## src/rtl/mov_pkg.sv

```systemverilog
// Shared types, codes and constants of the MessagePack object validator.
package mov_pkg;

  // Defaults.
  localparam int DEF_STACK_DEPTH = 32;
  localparam logic [5:0] MAX_NEST_RESET = 6'd32;

  // Frame status codes.
  localparam logic [2:0] ST_OK      = 3'd0;
  localparam logic [2:0] ST_BADCODE = 3'd1;
  localparam logic [2:0] ST_TRUNC   = 3'd2;
  localparam logic [2:0] ST_TRAIL   = 3'd3;
  localparam logic [2:0] ST_DEEP    = 3'd4;

  // Header phases.
  localparam logic [2:0] PH_CODE = 3'd0;
  localparam logic [2:0] PH_BLEN = 3'd1;
  localparam logic [2:0] PH_ALEN = 3'd2;
  localparam logic [2:0] PH_MLEN = 3'd3;
  localparam logic [2:0] PH_SKIP = 3'd4;

  // Classes of a byte read as a type code.
  localparam logic [2:0] K_LEAF = 3'd0;
  localparam logic [2:0] K_SKIP = 3'd1;
  localparam logic [2:0] K_LEN  = 3'd2;
  localparam logic [2:0] K_CONT = 3'd3;
  localparam logic [2:0] K_BAD  = 3'd4;

  // Decoded type code: class, count (payload bytes, length bytes or children)
  // and the header phase that a length header enters.
  typedef struct packed {
    logic [2:0] kind;
    logic [4:0] cnt;
    logic [2:0] lph;
  } dec_t;

  // One queued item between front and back.
  typedef struct packed {
    dec_t       dec;
    logic [7:0] data_byte;
    logic       last_byte;
  } item_t;

endpackage

```

## src/rtl/mov_fifo.sv

```systemverilog
// Small synchronous queue of registers used between the parts of the block.
module mov_fifo #(
  parameter int W     = 8,
  parameter int DEPTH = 2
) (
  input  logic         clk,
  input  logic         rst_n,
  input  logic         push,
  input  logic [W-1:0] wdata,
  output logic         full,
  input  logic         pop,
  output logic [W-1:0] rdata,
  output logic         empty
);

  localparam int PW = (DEPTH > 1) ? $clog2(DEPTH) : 1;
  localparam int CW = $clog2(DEPTH + 1);

  logic [W-1:0]  q_r [DEPTH];
  logic [PW-1:0] wp_r, rp_r;
  logic [CW-1:0] cnt_r;
  logic          wr, rd;

  assign full  = (cnt_r == CW'(DEPTH));
  assign empty = (cnt_r == '0);
  assign wr    = push && !full;
  assign rd    = pop && !empty;
  assign rdata = q_r[rp_r];

  // Storage needs no reset.
  always_ff @(posedge clk) begin
    if (wr) begin
      q_r[wp_r] <= wdata;
    end
  end

  // Pointers and fill count.
  always_ff @(posedge clk) begin
    if (!rst_n) begin
      wp_r  <= '0;
      rp_r  <= '0;
      cnt_r <= '0;
    end else begin
      if (wr) begin
        wp_r <= (wp_r == PW'(DEPTH - 1)) ? '0 : wp_r + PW'(1);
      end
      if (rd) begin
        rp_r <= (rp_r == PW'(DEPTH - 1)) ? '0 : rp_r + PW'(1);
      end
      if (wr && !rd) begin
        cnt_r <= cnt_r + CW'(1);
      end else if (rd && !wr) begin
        cnt_r <= cnt_r - CW'(1);
      end
    end
  end

endmodule

```

## src/rtl/mov_front.sv

```systemverilog
// Front part: classifies each incoming byte as if it were a type code.
module mov_front import mov_pkg::*; (
  input  logic [7:0] data_byte,
  output dec_t       dec
);

  // Type code decode.
  always_comb begin
    dec = '{kind: K_BAD, cnt: 5'd0, lph: PH_CODE};
    if (data_byte <= 8'h7f || data_byte >= 8'he0 || data_byte == 8'hc0 ||
        data_byte == 8'hc2 || data_byte == 8'hc3) begin
      dec.kind = K_LEAF;
    end else if ((data_byte & 8'he0) == 8'ha0) begin
      dec.kind = K_SKIP;
      dec.cnt  = data_byte[4:0];
    end else if ((data_byte & 8'hf0) == 8'h90) begin
      dec.kind = K_CONT;
      dec.cnt  = {1'b0, data_byte[3:0]};
    end else if ((data_byte & 8'hf0) == 8'h80) begin
      dec.kind = K_CONT;
      dec.cnt  = {data_byte[3:0], 1'b0};
    end else begin
      case (data_byte)
        8'hc4, 8'hd9: dec = '{kind: K_LEN, cnt: 5'd1, lph: PH_BLEN};
        8'hc5, 8'hda: dec = '{kind: K_LEN, cnt: 5'd2, lph: PH_BLEN};
        8'hc6, 8'hdb: dec = '{kind: K_LEN, cnt: 5'd4, lph: PH_BLEN};
        8'hcc, 8'hd0: dec = '{kind: K_SKIP, cnt: 5'd1, lph: PH_CODE};
        8'hcd, 8'hd1, 8'hd4: dec = '{kind: K_SKIP, cnt: 5'd2, lph: PH_CODE};
        8'hd5: dec = '{kind: K_SKIP, cnt: 5'd3, lph: PH_CODE};
        8'hca, 8'hce, 8'hd2: dec = '{kind: K_SKIP, cnt: 5'd4, lph: PH_CODE};
        8'hd6: dec = '{kind: K_SKIP, cnt: 5'd5, lph: PH_CODE};
        8'hcb, 8'hcf, 8'hd3: dec = '{kind: K_SKIP, cnt: 5'd8, lph: PH_CODE};
        8'hd7: dec = '{kind: K_SKIP, cnt: 5'd9, lph: PH_CODE};
        8'hd8: dec = '{kind: K_SKIP, cnt: 5'd17, lph: PH_CODE};
        8'hdc: dec = '{kind: K_LEN, cnt: 5'd2, lph: PH_ALEN};
        8'hdd: dec = '{kind: K_LEN, cnt: 5'd4, lph: PH_ALEN};
        8'hde: dec = '{kind: K_LEN, cnt: 5'd2, lph: PH_MLEN};
        8'hdf: dec = '{kind: K_LEN, cnt: 5'd4, lph: PH_MLEN};
        default: dec = '{kind: K_BAD, cnt: 5'd0, lph: PH_CODE};
      endcase
    end
  end

endmodule

```

## src/rtl/mov_back.sv

```systemverilog
// Back part: frame state, child-count stack and status of each frame.
module mov_back import mov_pkg::*; #(
  parameter int STACK_DEPTH = DEF_STACK_DEPTH
) (
  input  logic       clk,
  input  logic       rst_n,
  input  logic [5:0] max_nesting,
  input  item_t      item,
  input  logic       item_valid,
  output logic       item_take,
  input  logic       res_full,
  output logic       res_push,
  output logic [2:0] res_status
);

  localparam int NLW = $clog2(STACK_DEPTH + 1);
  localparam int AW  = (STACK_DEPTH > 1) ? $clog2(STACK_DEPTH) : 1;
  localparam logic [6:0] SD7 = 7'(STACK_DEPTH);

  // Top-of-stack count lives in a register; buried counts live in memory
  // and never change while buried, so their is-one flags stay exact.
  logic [32:0]            mem [STACK_DEPTH];
  logic [32:0]            rdata_r;
  logic [32:0]            top_r, top_nxt;
  logic [STACK_DEPTH-1:0] ones_r, ones_nxt;
  logic [NLW-1:0]         nl_r, nl_nxt;
  logic [2:0]             phase_r, phase_nxt;
  logic [2:0]             lbl_r, lbl_nxt;
  logic [31:0]            acc_r, acc_nxt;
  logic [31:0]            skip_r, skip_nxt;
  logic [2:0]             fst_r, fst_nxt;
  logic                   done_r, done_nxt;
  logic                   refill_r, refill_nxt;

  logic          go, ee, cont, sk;
  logic [32:0]   ch;
  logic [31:0]   skn;
  logic          wr_en, rd_en;
  logic [AW-1:0] waddr, raddr;
  logic [6:0]    mx7, lim;
  logic          found;
  logic [AW-1:0] k_idx;

  assign go        = item_valid && !refill_r && !res_full;
  assign item_take = go;
  assign res_push  = go && item.last_byte;
  assign mx7       = {1'b0, max_nesting};
  assign lim       = (mx7 > SD7) ? SD7 : mx7;

  // Highest buried level whose count does not run out on this decrement.
  always_comb begin
    found = 1'b0;
    k_idx = '0;
    for (int i = 0; i < STACK_DEPTH; i++) begin
      if ((NLW'(i) + NLW'(1)) < nl_r && !ones_r[i]) begin
        found = 1'b1;
        k_idx = AW'(i);
      end
    end
  end

  // Byte processing.
  always_comb begin
    top_nxt    = top_r;
    ones_nxt   = ones_r;
    nl_nxt     = nl_r;
    phase_nxt  = phase_r;
    lbl_nxt    = lbl_r;
    acc_nxt    = acc_r;
    skip_nxt   = skip_r;
    fst_nxt    = fst_r;
    done_nxt   = done_r;
    refill_nxt = 1'b0;
    ee         = 1'b0;
    cont       = 1'b0;
    sk         = 1'b0;
    ch         = '0;
    skn        = '0;
    wr_en      = 1'b0;
    rd_en      = 1'b0;
    waddr      = AW'(nl_r - NLW'(1));
    raddr      = k_idx;
    res_status = ST_OK;

    // A pop to a buried level brings its count up from memory.
    if (refill_r) begin
      top_nxt = rdata_r - 33'd1;
    end

    if (go) begin
      if (fst_r != ST_OK) begin
        fst_nxt = fst_r;
      end else if (done_r) begin
        fst_nxt = ST_TRAIL;
      end else if (phase_r == PH_CODE) begin
        case (item.dec.kind)
          K_LEAF: ee = 1'b1;
          K_SKIP: begin
            sk  = 1'b1;
            skn = 32'(item.dec.cnt);
          end
          K_LEN: begin
            phase_nxt = item.dec.lph;
            lbl_nxt   = item.dec.cnt[2:0];
            acc_nxt   = '0;
          end
          K_CONT: begin
            cont = 1'b1;
            ch   = 33'(item.dec.cnt);
          end
          default: fst_nxt = ST_BADCODE;
        endcase
      end else if (phase_r == PH_SKIP) begin
        skip_nxt = skip_r - 32'd1;
        if (skip_nxt == '0) begin
          ee = 1'b1;
        end
      end else begin
        acc_nxt = {acc_r[23:0], item.data_byte};
        lbl_nxt = (lbl_r != '0) ? lbl_r - 3'd1 : 3'd0;
        if (lbl_nxt == '0) begin
          if (phase_r == PH_BLEN) begin
            sk  = 1'b1;
            skn = acc_nxt;
          end else if (phase_r == PH_ALEN) begin
            cont = 1'b1;
            ch   = {1'b0, acc_nxt};
          end else begin
            cont = 1'b1;
            ch   = {acc_nxt, 1'b0};
          end
        end
      end

      // Payload skip start.
      if (sk) begin
        if (skn == '0) begin
          ee = 1'b1;
        end else begin
          skip_nxt  = skn;
          phase_nxt = PH_SKIP;
        end
      end

      // Container start: push the old top below the new one.
      if (cont) begin
        if (ch == '0) begin
          ee = 1'b1;
        end else if (7'(nl_r) >= lim) begin
          fst_nxt = ST_DEEP;
        end else begin
          phase_nxt = PH_CODE;
          if (nl_r != '0) begin
            wr_en           = 1'b1;
            ones_nxt[waddr] = (top_r == 33'd1);
          end
          top_nxt = ch;
          nl_nxt  = nl_r + NLW'(1);
        end
      end

      // Element end: pop every level that finishes.
      if (ee) begin
        phase_nxt = PH_CODE;
        if (nl_r == '0) begin
          done_nxt = 1'b1;
        end else if (top_r != 33'd1) begin
          top_nxt = top_r - 33'd1;
        end else if (found) begin
          nl_nxt     = NLW'(k_idx) + NLW'(1);
          rd_en      = 1'b1;
          refill_nxt = 1'b1;
        end else begin
          nl_nxt   = '0;
          done_nxt = 1'b1;
        end
      end

      // Last byte: report and clear the frame.
      if (item.last_byte) begin
        res_status = (fst_nxt == ST_OK && !done_nxt) ? ST_TRUNC : fst_nxt;
        nl_nxt     = '0;
        phase_nxt  = PH_CODE;
        lbl_nxt    = '0;
        acc_nxt    = '0;
        skip_nxt   = '0;
        fst_nxt    = ST_OK;
        done_nxt   = 1'b0;
        refill_nxt = 1'b0;
      end
    end
  end

  // Stack memory.
  always_ff @(posedge clk) begin
    if (wr_en) begin
      mem[waddr] <= top_r;
    end
    if (rd_en) begin
      rdata_r <= mem[raddr];
    end
  end

  // Top count is payload.
  always_ff @(posedge clk) begin
    top_r <= top_nxt;
  end

  // Frame control state.
  always_ff @(posedge clk) begin
    if (!rst_n) begin
      ones_r   <= '0;
      nl_r     <= '0;
      phase_r  <= PH_CODE;
      lbl_r    <= '0;
      acc_r    <= '0;
      skip_r   <= '0;
      fst_r    <= ST_OK;
      done_r   <= 1'b0;
      refill_r <= 1'b0;
    end else begin
      ones_r   <= ones_nxt;
      nl_r     <= nl_nxt;
      phase_r  <= phase_nxt;
      lbl_r    <= lbl_nxt;
      acc_r    <= acc_nxt;
      skip_r   <= skip_nxt;
      fst_r    <= fst_nxt;
      done_r   <= done_nxt;
      refill_r <= refill_nxt;
    end
  end

endmodule

```

## src/rtl/msgpack_object_validator_top.sv

```systemverilog
// Top level of the MessagePack object validator.
// Usage:
//   Bytes of a frame enter on in_data_byte with in_last_byte marking the final
//   byte; an item is taken at an edge with in_push high and in_full low.
//   For every frame exactly one status item comes out on out_status (ok, bad
//   type code, truncated, trailing bytes, too deep); it waits while out_empty
//   is low and leaves at an edge with out_pop high.
//   cfg_we with cfg_wdata sets max_nesting (32 after reset); write it only
//   while no frame is in flight.
// Result path and throughput:
//   A status item is pushed into the result queue when the back part takes
//   its last byte from the input queue, and out_empty falls with that push.
//   One byte per cycle is sustained while the result queue has room; a byte
//   that closes levels down to a buried container stalls the back part for
//   the read of that level's child count from the stack memory.
// Reset and stalls:
//   Reset empties both queues and clears all frame state. When the receiver
//   stops popping, the result queue fills, the back part halts and the input
//   queue raises in_full after two more bytes.
module msgpack_object_validator_top import mov_pkg::*; #(
  parameter int STACK_DEPTH = DEF_STACK_DEPTH
) (
  input  logic       clk,
  input  logic       rst_n,
  input  logic       in_push,
  output logic       in_full,
  input  logic [7:0] in_data_byte,
  input  logic       in_last_byte,
  output logic       out_empty,
  input  logic       out_pop,
  output logic [2:0] out_status,
  input  logic       cfg_we,
  input  logic [5:0] cfg_wdata
);

  localparam int IW = $bits(item_t);

  logic [5:0] max_nesting_r;
  dec_t       dec;
  item_t      in_item, q_item;
  logic       q_empty, q_take;
  logic       res_full, res_push;
  logic [2:0] res_status;

  // Configuration register.
  always_ff @(posedge clk) begin
    if (!rst_n) begin
      max_nesting_r <= MAX_NEST_RESET;
    end else if (cfg_we) begin
      max_nesting_r <= cfg_wdata;
    end
  end

  // Front: classify the byte on entry.
  mov_front u_front (
    .data_byte (in_data_byte),
    .dec       (dec)
  );

  assign in_item = '{dec: dec, data_byte: in_data_byte, last_byte: in_last_byte};

  // Queue between front and back.
  mov_fifo #(.W(IW), .DEPTH(2)) u_in_q (
    .clk   (clk),
    .rst_n (rst_n),
    .push  (in_push),
    .wdata (in_item),
    .full  (in_full),
    .pop   (q_take),
    .rdata (q_item),
    .empty (q_empty)
  );

  // Back: frame state and stack.
  mov_back #(.STACK_DEPTH(STACK_DEPTH)) u_back (
    .clk         (clk),
    .rst_n       (rst_n),
    .max_nesting (max_nesting_r),
    .item        (q_item),
    .item_valid  (!q_empty),
    .item_take   (q_take),
    .res_full    (res_full),
    .res_push    (res_push),
    .res_status  (res_status)
  );

  // Result queue.
  mov_fifo #(.W(3), .DEPTH(2)) u_out_q (
    .clk   (clk),
    .rst_n (rst_n),
    .push  (res_push),
    .wdata (res_status),
    .full  (res_full),
    .pop   (out_pop),
    .rdata (out_status),
    .empty (out_empty)
  );

endmodule

```

## config.mk

```make
export PLATFORM = sky130hd
export DESIGN_NAME = msgpack_object_validator_top
export DESIGN_NICKNAME = d
export VERILOG_FILES = /design/src/rtl/mov_pkg.sv /design/src/rtl/mov_fifo.sv /design/src/rtl/mov_front.sv /design/src/rtl/mov_back.sv /design/src/rtl/msgpack_object_validator_top.sv
export SDC_FILE = /design/constraint.sdc
export NUM_CORES = 2
export LEC_CHECK = 0
export BUFFER_PORTS_ARGS = -buffer_cell sky130_fd_sc_hd__buf_4
export CORE_MARGIN = 5
export CORE_UTILIZATION = 60
export CTS_CLUSTER_DIAMETER = 150
export DETAILED_ROUTE_END_ITERATION = 10
export PLACE_DENSITY_LB_ADDON = 0.15
export SETUP_SLACK_MARGIN = 0.1
export SLEW_MARGIN = 20
export SYNTH_ARGS = -nofsm -noshare
export SYNTH_HDL_FRONTEND = slang
export SYNTH_SLANG_ARGS = --single-unit
```

## constraint.sdc

```tcl
create_clock -name clk -period 14.1 [get_ports clk]
set_input_delay 0.705 -clock clk [delete_from_list [all_inputs] [get_ports clk]]
set_output_delay 0.705 -clock clk [all_outputs]
set_load 0.05 [all_outputs]
```

==> run metrics <==
outcome=completed; # IOs=25; Mean Syn Cell Area=13.71 um2; final setup vio count=0; Max-slew headroom=20.76%; clk slew on worst S/H paths=0.06 ns; Routed Antenna Nets=0; Synth Flop Type=edfxtp_1; Die Area=0.09946 mm2; vias in the first global route=34130; share of layout cells above drive strength 1=a little under an eighth; CTS sink count=1287; P&R area growth vs syn=10.17%; Seq/Total Area, Yosys=66.32%; critical path fanouts, max=approximately 130; Synth warnings=0; Port-buffer cells=24; CTS resizes=0; setup TNS=0 ns; starting density of the core=60.22%; multi-input combinational cell area=0.01749 mm2; final core utilization=66.34%; Post-synth ARST share=0%; actual slew at the worst max-slew pin=1.189 ns; total power=slightly above 9 mW; EDFF count, synth=1133; PwrDens=150.6 mW/mm2; post-synthesis cell type count=89; drt first pass iters=6; Data required, critical path=14.58 ns; postcts setup bufs=0; Overflow after GRT=0; clock skew=around 0.027 ns; Post-route DRC=0; commonest non-fill, non-tap cell in the layout=edfxtp_1; Setup CP Type=register to register; Mapped Nets=4122; DR vias/cell=6.693; Non-Filler Instances=5423; WL per Instance=28.03 um; CP arrival=6.83 ns; Post-Synthesis Cell Area=0.05595 mm2; via count=36300; Reg area=0.03711 mm2; CTS tree=built; core area=0.09291 mm2; DRT iter0 DRCs=4916; Rows=112; GP Congestion=0.9358; Clock Path Buffers=3; Worst-Skew Late Latency=0.75 ns; minimum clock period=6.351 ns; biggest area consumer among synthesized cells=edfxtp_1; Max VDD drop=142.7 uV; initial antenna violation count=1; commonest cells after routing, fill and taps aside=edfxtp_1, mux2i_1, nand2_1; first-pass GRT wire length=between 200000 and 250000 um; startpoint types=register; WL final=152000 um; met3 usage=4.857%; met2 usage=~46%; Filler Cell Count=between 6000 and 7000; worst min path class=input pin to register; placed insts=just over 5000; hold buffers post-CTS=0; Nets=4108; top cells by area, synth=edfxtp_1, mux2i_1, dfxtp_1; # diodes=0; share of the synthesized area in the top cell type=60.81%; Worst setup EP type=register; DPL Wire Length=roughly 86000 um; CTS Buf Count=130; Final Hold Fails=0; GR met1 Demand/Resource=between 40% and 50%; final max-slew violation count=0; static leakage=roughly 20 nW; Fmax=157.5 MHz; Synth Register Bits=1287; CTS Root Cell=clkbuf_16; max-cap violations=0; chip width=315.4 um; GRT Util Overall=~30%; crit share post-route=around 45%; Cells after Synth=4082; die span in y=315.4 um; pin count of the biggest net entering global routing=150; H-tree depth=4; RSZ-0062 raised after global routing=no; gr busiest metal=met2
area by class of cell:
| cell class | count | area share (%) |
|---|---|---|
| sequential | 1287 | 60.21 |
| multi-input combinational | 2459 | 28.38 |
| clock buffer | 175 | 5.844 |
| tap | 1254 | 2.545 |
| timing repair buffer | 129 | 1.612 |
| clock inverter | 58 | 1.021 |
| inverter | 61 | 0.3938 |
kinds of logic after synthesis:
kind of cell / count (synthesis) / synth area share, %
and+or+nand+nor: 1059 / 9.831
xor gates and xnor gates: 93 / 1.456
buffers and inverters: 336 / 2.603
AOI/OAI and AO/OA: 756 / 9.576
muxes: 531 / 9.770
adders and majority gates: 20 / 0.4472
DFF: 1287 / 66.32
Yosys cell counts (65+ instances only):
cell and instances:
mux2_2 101, mux2i_1 428, nor2_1 126, dfxtp_1 154, nand2_1 399, a21oi_1 126
o21ai_0 89, clkbuf_1 160, edfxtp_1 1133, a211oi_1 88, nor3_1 80, buf_2 67
nand3_1 76, o22ai_1 72, nor4b_1 79, a22oi_1 65
where the power goes:
| part | internal (mW) | switching (mW) | total [mW] |
|---|---|---|---|
| combinational | 0.299 | 0.853 | 1.15 |
| sequential | 4.60 | 0.0905 | 4.69 |
| clock | 2.00 | 1.44 | 3.44 |
routing by layer:
layer	up-vias	wire, um	part of all wire (%)
li1	15860	-	-
met1	18120	63420	42
met2	2032	68440	45
met3	286	15160	10
met4	0	4966	3.3
met5	-	0	0
worst paths after layout:
check | slack [ns] | depth (start not counted) | startpoint | end
setup / recovery | 7.75 | 13 | u_back.nl_r[0]$_SDFFE_PN0P_ | u_back.rdata_r[32]$_DFFE_PP_
hold / removal | 0.15 | 1 | in_last_byte | u_in_q.q_r[0][0]$_DFFE_PP_
setup reg to reg | 7.75 | 13 | u_back.nl_r[0]$_SDFFE_PN0P_ | u_back.rdata_r[32]$_DFFE_PP_
hold reg to reg | 0.46 | 2 | u_back.ones_r[10]$_SDFFE_PN0P_ | u_back.ones_r[10]$_SDFFE_PN0P_
flip-flops by register name, indices dropped and copies added, names as in the netlist, 6 cells and up, named ones only:
signal and cells:
u_back.mem 1056, u_in_q.q_r 38, u_back.rdata_r 33, u_back.top_r 33
u_back.ones_r 32, u_back.skip_r 32, u_back.acc_r 24, max_nesting_r 6
u_back.nl_r 6, u_out_q.q_r 6
through the flow:
stage	hold WS (ns)	worst slack [ns]	area, um2
6_report	0.1549	7.749	61640
5_1_grt	0.1396	7.563	61640
4_1_cts	0.1237	7.950	61630
3_5_place_dp	0.4528	7.971	57400
3_3_place_gp	0.4453	8.174	57400
2_1_floorplan	0.4382	8.549	55950
worst max-delay path, stage by stage, from the launching register on:
cell	delay, ns
dfxtp_1	0.49
inv_1	0.18
ha_1	0.42
nor2b_1	0.32
a311o_1	0.43
a2111oi_0	0.53
a311oi_1	0.11
a21o_4	0.48
inv_8	0.75
buf_4	0.87
mux2i_1	0.27
o32ai_1	0.12
a211o_1	0.27
or4_1	0.54
No activity file was read; power rests on OpenSTA's default activity.
